File: config.mk
export PLATFORM = sky130hd
export DESIGN_NAME = hns_back_flat
export DESIGN_NICKNAME = d
export VERILOG_FILES = /design/src/design/hns_pkg.sv /design/src/design/hns_stream_if.sv /design/src/design/hns_back.sv /design/src/flat_wrapper.sv
export VERILOG_INCLUDE_DIRS = /design/src /design/src/design
export SDC_FILE = /design/constraint.sdc
export NUM_CORES = 2
export LEC_CHECK = 0
export BUFFER_PORTS_ARGS = -buffer_cell sky130_fd_sc_hd__buf_2
export CELL_PAD_IN_SITES_DETAIL_PLACEMENT = 1
export CELL_PAD_IN_SITES_GLOBAL_PLACEMENT = 1
export CORE_MARGIN = 1.5
export CORE_UTILIZATION = 40
export CTS_CLUSTER_DIAMETER = 30
export DETAILED_ROUTE_END_ITERATION = 10
export PLACE_DENSITY = 0.75
export SYNTH_ARGS = -nofsm -noshare
export SYNTH_HDL_FRONTEND = slang
export SYNTH_SLANG_ARGS = --single-unit
File: constraint.sdc
create_clock -name clk_i -period 12 [get_ports clk_i]
set_clock_uncertainty 0.2 [all_clocks]
set_input_delay 1.8 -clock clk_i [delete_from_list [all_inputs] [get_ports clk_i]]
set_output_delay 1.8 -clock clk_i [all_outputs]
set_load 0.005 [all_outputs]
File: src/design/heightfield_normal_stencil_macros.svh
// Assertion macros of the heightfield normal stencil; the back end uses them.
`ifndef HEIGHTFIELD_NORMAL_STENCIL_MACROS_SVH
`define HEIGHTFIELD_NORMAL_STENCIL_MACROS_SVH

`ifndef SYNTHESIS
// Check a property on every rising clock edge outside reset
`define HNS_ASSERT(label, prop) \
  label: assert property (@(posedge clk_i) disable iff (!rst_ni) prop) \
    else $error("hns assertion failed");
// Check that a condition never holds
`define HNS_NEVER(label, cond) `HNS_ASSERT(label, !(cond))
`else
`define HNS_ASSERT(label, prop)
`define HNS_NEVER(label, cond)
`endif

`endif

File: src/design/hns_pkg.sv
// Types and constants of the heightfield normal stencil.
package hns_pkg;

  localparam int HEIGHT_BITS      = 16;
  localparam int NORMAL_FRAC_BITS = 14;
  localparam int HFRAC            = 8;
  localparam int DIFF_W           = HEIGHT_BITS + 1;
  localparam int MAG_W            = DIFF_W + 1;
  localparam int SUM_W            = 2 * MAG_W + 2;
  localparam int ROOT_W           = SUM_W / 2;
  localparam int NUM_W            = MAG_W + NORMAL_FRAC_BITS + 1;
  localparam int REM_W            = ROOT_W + 1;
  localparam int COL_W            = 10;
  localparam int ROW_W            = 16;
  localparam int NXY_W            = 16;
  localparam int NZ_W             = 15;
  localparam int RW_REG_W         = 11;
  localparam int RC_REG_W         = 16;
  localparam int QUEUE_DEPTH      = 4;

  // Register index, taken from paddr bit 2
  localparam logic REG_ROW_WIDTH = 1'b0;
  localparam logic REG_ROW_COUNT = 1'b1;

  typedef logic signed [HEIGHT_BITS-1:0] height_t;

  localparam height_t HEIGHT_MAX = {1'b0, {(HEIGHT_BITS-1){1'b1}}};
  localparam height_t HEIGHT_MIN = {1'b1, {(HEIGHT_BITS-1){1'b0}}};

  typedef struct packed {
    logic [RW_REG_W-1:0] row_width;
    logic [RC_REG_W-1:0] row_count;
  } cfg_t;

  // One normal to compute: differences, spacing and the fields passed along
  typedef struct packed {
    logic signed [DIFF_W-1:0] dx;
    logic signed [DIFF_W-1:0] dy;
    logic                     xx2;
    logic                     yy2;
    logic [COL_W-1:0]         col;
    logic [ROW_W-1:0]         row;
    logic                     last;
    logic                     fdone;
    height_t                  hmin;
    height_t                  hmax;
  } job_t;

endpackage

File: src/design/hns_stream_if.sv


interface hns_out_if;
  import hns_pkg::*;
  logic                    valid;
  logic                    ready;
  logic signed [NXY_W-1:0] normal_x;
  logic signed [NXY_W-1:0] normal_y;
  logic [NZ_W-1:0]         normal_z;
  logic [COL_W-1:0]        col;
  logic [ROW_W-1:0]        row_index;
  logic                    last_of_run;
  logic                    frame_done;
  height_t                 height_min;
  height_t                 height_max;
  modport source (output valid, output normal_x, output normal_y, output normal_z,
                  output col, output row_index, output last_of_run, output frame_done,
                  output height_min, output height_max, input ready);
  modport sink (input valid, input normal_x, input normal_y, input normal_z,
                input col, input row_index, input last_of_run, input frame_done,
                input height_min, input height_max, output ready);
endinterface

File: src/design/hns_back.sv
// Back end: normalizes one job at a time with a shared root and three dividers.
`include "heightfield_normal_stencil_macros.svh"

module hns_back (
  input  logic          clk_i,
  input  logic          rst_ni,
  input  hns_pkg::job_t job_i,
  input  logic          job_valid_i,
  output logic          job_ready_o,
  hns_out_if.source     out_o
);
  import hns_pkg::*;

  localparam logic [2:0] ST_IDLE = 3'd0;
  localparam logic [2:0] ST_SQ   = 3'd1;
  localparam logic [2:0] ST_ROOT = 3'd2;
  localparam logic [2:0] ST_DIV  = 3'd3;
  localparam logic [2:0] ST_OUT  = 3'd4;

  localparam int DCW = $clog2(NUM_W);
  localparam logic [MAG_W-1:0] Z_BASE = MAG_W'(1) << HFRAC;
  localparam logic [NUM_W-1:0] ONE    = NUM_W'(1) << NORMAL_FRAC_BITS;

  logic [2:0]         state_q;
  job_t               job_q;
  logic [MAG_W-1:0]   mag_q [3];
  logic [1:0]         sq_cnt_q;
  logic [SUM_W-1:0]   sum_q, rv_q, rr_q, rbit_q;
  logic [ROOT_W-1:0]  s_q;
  logic [NUM_W-1:0]   num_q [3];
  logic [REM_W-1:0]   rem_q [3];
  logic [DCW-1:0]     div_cnt_q;
  logic               ovalid_q;

  logic [DIFF_W-1:0]  absx, absy;
  logic [2*MAG_W-1:0] prod;
  logic [SUM_W-1:0]   trial, rr_next;
  logic               ge;
  logic [NUM_W-1:0]   qc [3];

  assign job_ready_o = (state_q == ST_IDLE);
  assign out_o.valid = ovalid_q;

  always_comb begin
    absx    = job_i.dx[DIFF_W-1] ? DIFF_W'(-job_i.dx) : DIFF_W'(job_i.dx);
    absy    = job_i.dy[DIFF_W-1] ? DIFF_W'(-job_i.dy) : DIFF_W'(job_i.dy);
    prod    = mag_q[sq_cnt_q] * mag_q[sq_cnt_q];
    trial   = rr_q + rbit_q;
    ge      = (rv_q >= trial);
    rr_next = ge ? ((rr_q >> 1) + rbit_q) : (rr_q >> 1);
    for (int k = 0; k < 3; k++) begin
      qc[k] = (num_q[k] > ONE) ? ONE : num_q[k];
    end
  end

  always_ff @(posedge clk_i) begin
    // Take a job and form magnitudes
    if (state_q == ST_IDLE && job_valid_i) begin
      job_q    <= job_i;
      mag_q[0] <= MAG_W'(absx) << job_i.yy2;
      mag_q[1] <= MAG_W'(absy) << job_i.xx2;
      unique case ({job_i.xx2, job_i.yy2})
        2'b11:   mag_q[2] <= Z_BASE << 2;
        2'b10,
        2'b01:   mag_q[2] <= Z_BASE << 1;
        default: mag_q[2] <= Z_BASE;
      endcase
      sum_q <= '0;
    end
    // Accumulate squares, one a cycle
    if (state_q == ST_SQ) begin
      sum_q <= sum_q + SUM_W'(prod);
      if (sq_cnt_q == 2'd2) begin
        rv_q   <= sum_q + SUM_W'(prod);
        rr_q   <= '0;
        rbit_q <= SUM_W'(1) << (SUM_W - 2);
      end
    end
    // One root digit a cycle
    if (state_q == ST_ROOT) begin
      if (ge) rv_q <= rv_q - trial;
      rr_q   <= rr_next;
      rbit_q <= rbit_q >> 2;
      if (rbit_q[0]) begin
        s_q <= (rr_next == '0) ? ROOT_W'(1) : ROOT_W'(rr_next);
        for (int k = 0; k < 3; k++) begin
          rem_q[k] <= '0;
          num_q[k] <= (NUM_W'(mag_q[k]) << NORMAL_FRAC_BITS)
                      + NUM_W'(((rr_next == '0) ? ROOT_W'(1) : ROOT_W'(rr_next)) >> 1);
        end
      end
    end
    // One quotient bit a cycle on each lane
    if (state_q == ST_DIV) begin
      for (int k = 0; k < 3; k++) begin
        if ({rem_q[k][REM_W-2:0], num_q[k][NUM_W-1]} >= REM_W'(s_q)) begin
          rem_q[k] <= {rem_q[k][REM_W-2:0], num_q[k][NUM_W-1]} - REM_W'(s_q);
          num_q[k] <= {num_q[k][NUM_W-2:0], 1'b1};
        end else begin
          rem_q[k] <= {rem_q[k][REM_W-2:0], num_q[k][NUM_W-1]};
          num_q[k] <= {num_q[k][NUM_W-2:0], 1'b0};
        end
      end
    end
    // Load the output register
    if (state_q == ST_OUT && (!ovalid_q || out_o.ready)) begin
      out_o.normal_x    <= job_q.dx[DIFF_W-1] ? -NXY_W'(qc[0]) : NXY_W'(qc[0]);
      out_o.normal_y    <= job_q.dy[DIFF_W-1] ? -NXY_W'(qc[1]) : NXY_W'(qc[1]);
      out_o.normal_z    <= NZ_W'(qc[2]);
      out_o.col         <= job_q.col;
      out_o.row_index   <= job_q.row;
      out_o.last_of_run <= job_q.last;
      out_o.frame_done  <= job_q.fdone;
      out_o.height_min  <= job_q.hmin;
      out_o.height_max  <= job_q.hmax;
    end
  end

  always_ff @(posedge clk_i or negedge rst_ni) begin
    if (!rst_ni) begin
      state_q   <= ST_IDLE;
      sq_cnt_q  <= '0;
      div_cnt_q <= '0;
      ovalid_q  <= 1'b0;
    end else begin
      if (ovalid_q && out_o.ready) ovalid_q <= 1'b0;
      unique case (state_q)
        ST_IDLE: begin
          sq_cnt_q <= '0;
          if (job_valid_i) state_q <= ST_SQ;
        end
        ST_SQ: begin
          sq_cnt_q <= sq_cnt_q + 2'd1;
          if (sq_cnt_q == 2'd2) state_q <= ST_ROOT;
        end
        ST_ROOT: begin
          div_cnt_q <= DCW'(NUM_W - 1);
          if (rbit_q[0]) state_q <= ST_DIV;
        end
        ST_DIV: begin
          div_cnt_q <= div_cnt_q - DCW'(1);
          if (div_cnt_q == '0) state_q <= ST_OUT;
        end
        ST_OUT: begin
          if (!ovalid_q || out_o.ready) begin
            ovalid_q <= 1'b1;
            state_q  <= ST_IDLE;
          end
        end
        default: state_q <= ST_IDLE;
      endcase
    end
  end

  `HNS_ASSERT(a_div_nonzero, (state_q == ST_DIV) |-> (s_q != '0))
  `HNS_ASSERT(a_done_is_last, (ovalid_q && out_o.frame_done) |-> out_o.last_of_run)
  `HNS_ASSERT(a_x_unit, ovalid_q |-> ((out_o.normal_x <= 16'sd16384) && (out_o.normal_x >= -16'sd16384)))

endmodule

File: src/flat_wrapper.sv
// flat-port wrapper written by rule: the top's interface ports become plain ports
module hns_back_flat import hns_pkg::*;
  (clk_i, rst_ni, job_i, job_valid_i, job_ready_o, out_o_valid, out_o_normal_x, out_o_normal_y, out_o_normal_z, out_o_col, out_o_row_index, out_o_last_of_run, out_o_frame_done, out_o_height_min, out_o_height_max, out_o_ready);
  hns_out_if out_o_i ();
  input  logic clk_i;
  input  logic rst_ni;
  input  hns_pkg::job_t job_i;
  input  logic job_valid_i;
  output logic job_ready_o;
  output wire logic [$bits(out_o_i.valid)-1:0] out_o_valid;
  output wire logic [$bits(out_o_i.normal_x)-1:0] out_o_normal_x;
  output wire logic [$bits(out_o_i.normal_y)-1:0] out_o_normal_y;
  output wire logic [$bits(out_o_i.normal_z)-1:0] out_o_normal_z;
  output wire logic [$bits(out_o_i.col)-1:0] out_o_col;
  output wire logic [$bits(out_o_i.row_index)-1:0] out_o_row_index;
  output wire logic [$bits(out_o_i.last_of_run)-1:0] out_o_last_of_run;
  output wire logic [$bits(out_o_i.frame_done)-1:0] out_o_frame_done;
  output wire logic [$bits(out_o_i.height_min)-1:0] out_o_height_min;
  output wire logic [$bits(out_o_i.height_max)-1:0] out_o_height_max;
  input wire logic [$bits(out_o_i.ready)-1:0] out_o_ready;
  assign out_o_valid = out_o_i.valid;
  assign out_o_normal_x = out_o_i.normal_x;
  assign out_o_normal_y = out_o_i.normal_y;
  assign out_o_normal_z = out_o_i.normal_z;
  assign out_o_col = out_o_i.col;
  assign out_o_row_index = out_o_i.row_index;
  assign out_o_last_of_run = out_o_i.last_of_run;
  assign out_o_frame_done = out_o_i.frame_done;
  assign out_o_height_min = out_o_i.height_min;
  assign out_o_height_max = out_o_i.height_max;
  assign out_o_i.ready = out_o_ready;
  hns_back u_core (.clk_i(clk_i), .rst_ni(rst_ni), .job_i(job_i), .job_valid_i(job_valid_i), .job_ready_o(job_ready_o), .out_o(out_o_i));
endmodule
==> metrics <==
final setup TNS=0 ns; Final Slew Violations=0; gp weighted congestion=0.889; GRT met2 Usage=about 39%; maximum fanout along the worst path=21; Initial Util=40.5%; total track usage=roughly 23%; unrepaired setup endpoints after global routing=false; Distinct cells, synth=82; ratio of cells with drive above 1 in the final layout=between 10% and 20%; io pins=209; vias in the first global route=between 30,000 and 40,000; Worst-Skew Late Latency=0.73 ns; fin nets=4,768; mux contribution to synthesized area=2.14%; met1 Resource Use GR=29.5%; post-cts resize count=0; Antenna Nets Post-Route=0; Post-synth ARST share=under 10%; post-synthesis xor/xnor area fraction=5.77%; CP endpoint kind=register; DRC=0; DR pass1 iterations=5; setup repair bufs after CTS=0; cell accounting for the most synthesized area=edfxtp_1; Period minus WS final=9.47 ns; number of max-cap violations=0; drt first-iter violations=1,950; final hold slack=between 0.2 and 0.25 ns; Root Driver=clkbuf_16; GR Overflow Total=0; CTS buffer count=130; Synth Area in Simple Gates=roughly 14%; endpoints failing setup=0; total core area=0.0970 sq mm; largest cells by area after synthesis=edfxtp_1, fa_1, ha_1; Synth Area in Compound Gates=11.9%; Synth Area per Inst=10.0 sq um; top cell type's share of synthesized area=36.3%; fmax=0.106 GHz; htree depth=4; largest family of logic cells by synthesized area=adder cells; synthesized area=between 0.03 and 0.04 sq mm; PortBufs=208; largest net degree at the start of global routing=77; CP Data Arrival Time=approximately 9.7 ns; Post-synth EDFFs=between 400 and 500; Final Util=47.4%; Detail Placement HPWL=approximately 86 mm; hold buffers post-CTS=0; syn_nets=4,530; Num Clock Sinks=roughly 530; Hold Crit Class=reg2reg; Adder-Cell Fraction of Synth Area=roughly 21%; Slew headroom=23.3%; Crit Path Class=reg2reg; Req. time, crit path=roughly 12 ns; global-route track usage on met3=4.64%; post-synthesis register bit count=between 500 and 600; Synth Warn #=0; mean routed wirelength per cell=20.7 um; Max clock buf depth=3; final period utilization=between 70% and 80%; Vias=30,100; Post-Route WL=115 mm; gr busiest metal=met2; # rows=114; sequential area share after synthesis=approximately 40%; via/cell ratio=5.45; Post-synth top cells=edfxtp_1, inv_1, nor2_1; Slew @ Worst Pin=1.15 ns; dominant synthesized flop cell=edfxtp_1; initial antenna violation count=9; Reg clk slew, reported paths=~0.05 ns; Die Span Y=316 um; Hold Vio Cnt, Final=0; die area=0.100 sq mm; CTS tree=done; CP startpoint kind=register; Post-Syn Instances=approximately 4,000; first-pass GRT wire length=181 mm; most common cell in the netlist=edfxtp_1; chip width=roughly 320 um; Layout Area Growth over Synthesis=17.2%; status=finished clean
-- cell families after synthesis --
kind of cell	Yosys count
and+or+nand+nor	1205
xor gates and xnor gates	255
AOI/OAI and AO/OA	729
muxes	84
adders and majority gates	519
buffers and inverters	591
DFF	528
-- sequential cells by signal, summed over array words and instances (netlist names) --
signal and cells:
u_core.rv_q 38, u_core.rr_q 38, u_core.out_o.last_of_run 1, u_core.num_q 99
u_core.out_o.height_min 16, u_core.out_o.valid 1, u_core.out_o.normal_y 16, u_core.sum_q 38
u_core.s_q 19, u_core.rem_q 57, u_core.out_o.frame_done 1, u_core.out_o.height_max 16
u_core.out_o.normal_z 15, u_core.out_o.normal_x 16, u_core.state_q 3, u_core.sq_cnt_q 2
u_core.div_cnt_q 6, u_core.job_q 62, u_core.out_o.row_index 16, u_core.out_o.col 10
u_core.rbit_q 19, u_core.mag_q 39
-- worst max-delay path, stage by stage (launching register included) --
cell and delay (ns):
dfrtp_1 0.99, mux2i_1 0.18, o21ai_1 0.70, inv_1 0.52, nor2_1 0.29, fa_1 0.51, fa_1 0.45, fa_1 0.53
inv_1 0.06, fa_1 0.50, inv_1 0.06, fa_1 0.55, fa_1 0.42, ha_1 0.41, and3_1 0.24, nand3_1 0.16
o31ai_1 0.59, a31oi_1 0.29, o21ai_0 0.57, nor3_1 0.10, o31ai_1 0.42, a31oi_1 0.16, xnor2_1 0.23, nor2_1 0.07
-- stage by stage --
| step | area (sq um) | setup WS, ns | cells |
|---|---|---|---|
| 2_1_floorplan | 39300 | 3.99 | 3911 |
| 3_3_place_gp | 41700 | 3.00 | 5293 |
| 3_5_place_dp | 41700 | 2.77 | 5293 |
| 4_1_cts | 46000 | 2.69 | 5526 |
| 5_1_grt | 46000 | 2.01 | 5528 |
| 6_report | 46000 | 2.53 | 5528 |
-- final cells by class --
class | instances | area (sq um)
tap | 1276 | 1600
sequential | 528 | 15400
multi-input combinational | 2792 | 21700
fill | 10800 | 51000
antenna | 2 | 5.00
timing repair buffer | 235 | 1240
inverter | 462 | 1740
clock inverter | 74 | 913
clock buffer | 159 | 3410
-- cells in the final DEF, fill, tap and decap left out, types with 12 or more instances in the layout --
cell type / instances
nand3_1: 56
clkinv_2: 21
xor2_1: 127
mux2i_1: 83
a21oi_1: 177
or3_1: 25
o211ai_1: 12
nor3_1: 52
nor2b_1: 33
o21bai_1: 25
a31oi_1: 46
clkbuf_16: 130
and2_1: 82
nand4_1: 30
o21a_1: 23
ha_1: 264
o21ai_0: 187
and3_1: 27
dfxtp_1: 41
o31ai_1: 29
a211oi_1: 48
fa_1: 255
or2_2: 17
a22o_1: 12
edfxtp_1: 475
buf_4: 27
nor4_1: 29
clkbuf_1: 24
nand2_1: 374
buf_2: 208
clkinv_1: 22
or4_1: 12
dfrtp_1: 12
nand2b_1: 21
inv_1: 451
nor2_1: 413
a21o_1: 60
xnor2_1: 125
-- layer usage --
layer,routed length [um],share of wire (%)
met1,47900,42
met2,56000,49
met3,7240,6.3
met4,3410,3.0
met5,34,0.030
-- path summary, 6_finish.rpt --
check	startpoint	end	slack [ns]	depth (start not counted)
min in group asynchronous	rst_ni	u_core.sq_cnt_q[0]$_DFFE_PN0P_	0.81	1
worst max-delay path	u_core.sq_cnt_q[0]$_DFFE_PN0P_	u_core.sum_q[37]$_SDFFCE_PN0P_	2.53	23
worst min-delay path	u_core.job_q[17]$_DFFE_PP_	u_core.out_o.height_min[1]$_DFFE_PP_	0.20	0
max in group asynchronous	rst_ni	u_core.sq_cnt_q[1]$_DFFE_PN0P_	10.47	1
worst max register to register	u_core.sq_cnt_q[0]$_DFFE_PN0P_	u_core.sum_q[37]$_SDFFCE_PN0P_	2.53	23
worst min register to register	u_core.job_q[17]$_DFFE_PP_	u_core.out_o.height_min[1]$_DFFE_PP_	0.20	0
Power is left out: the tool's default activity adds up to more than one toggle a clock period on the data nets, which glitch-free logic cannot reach.
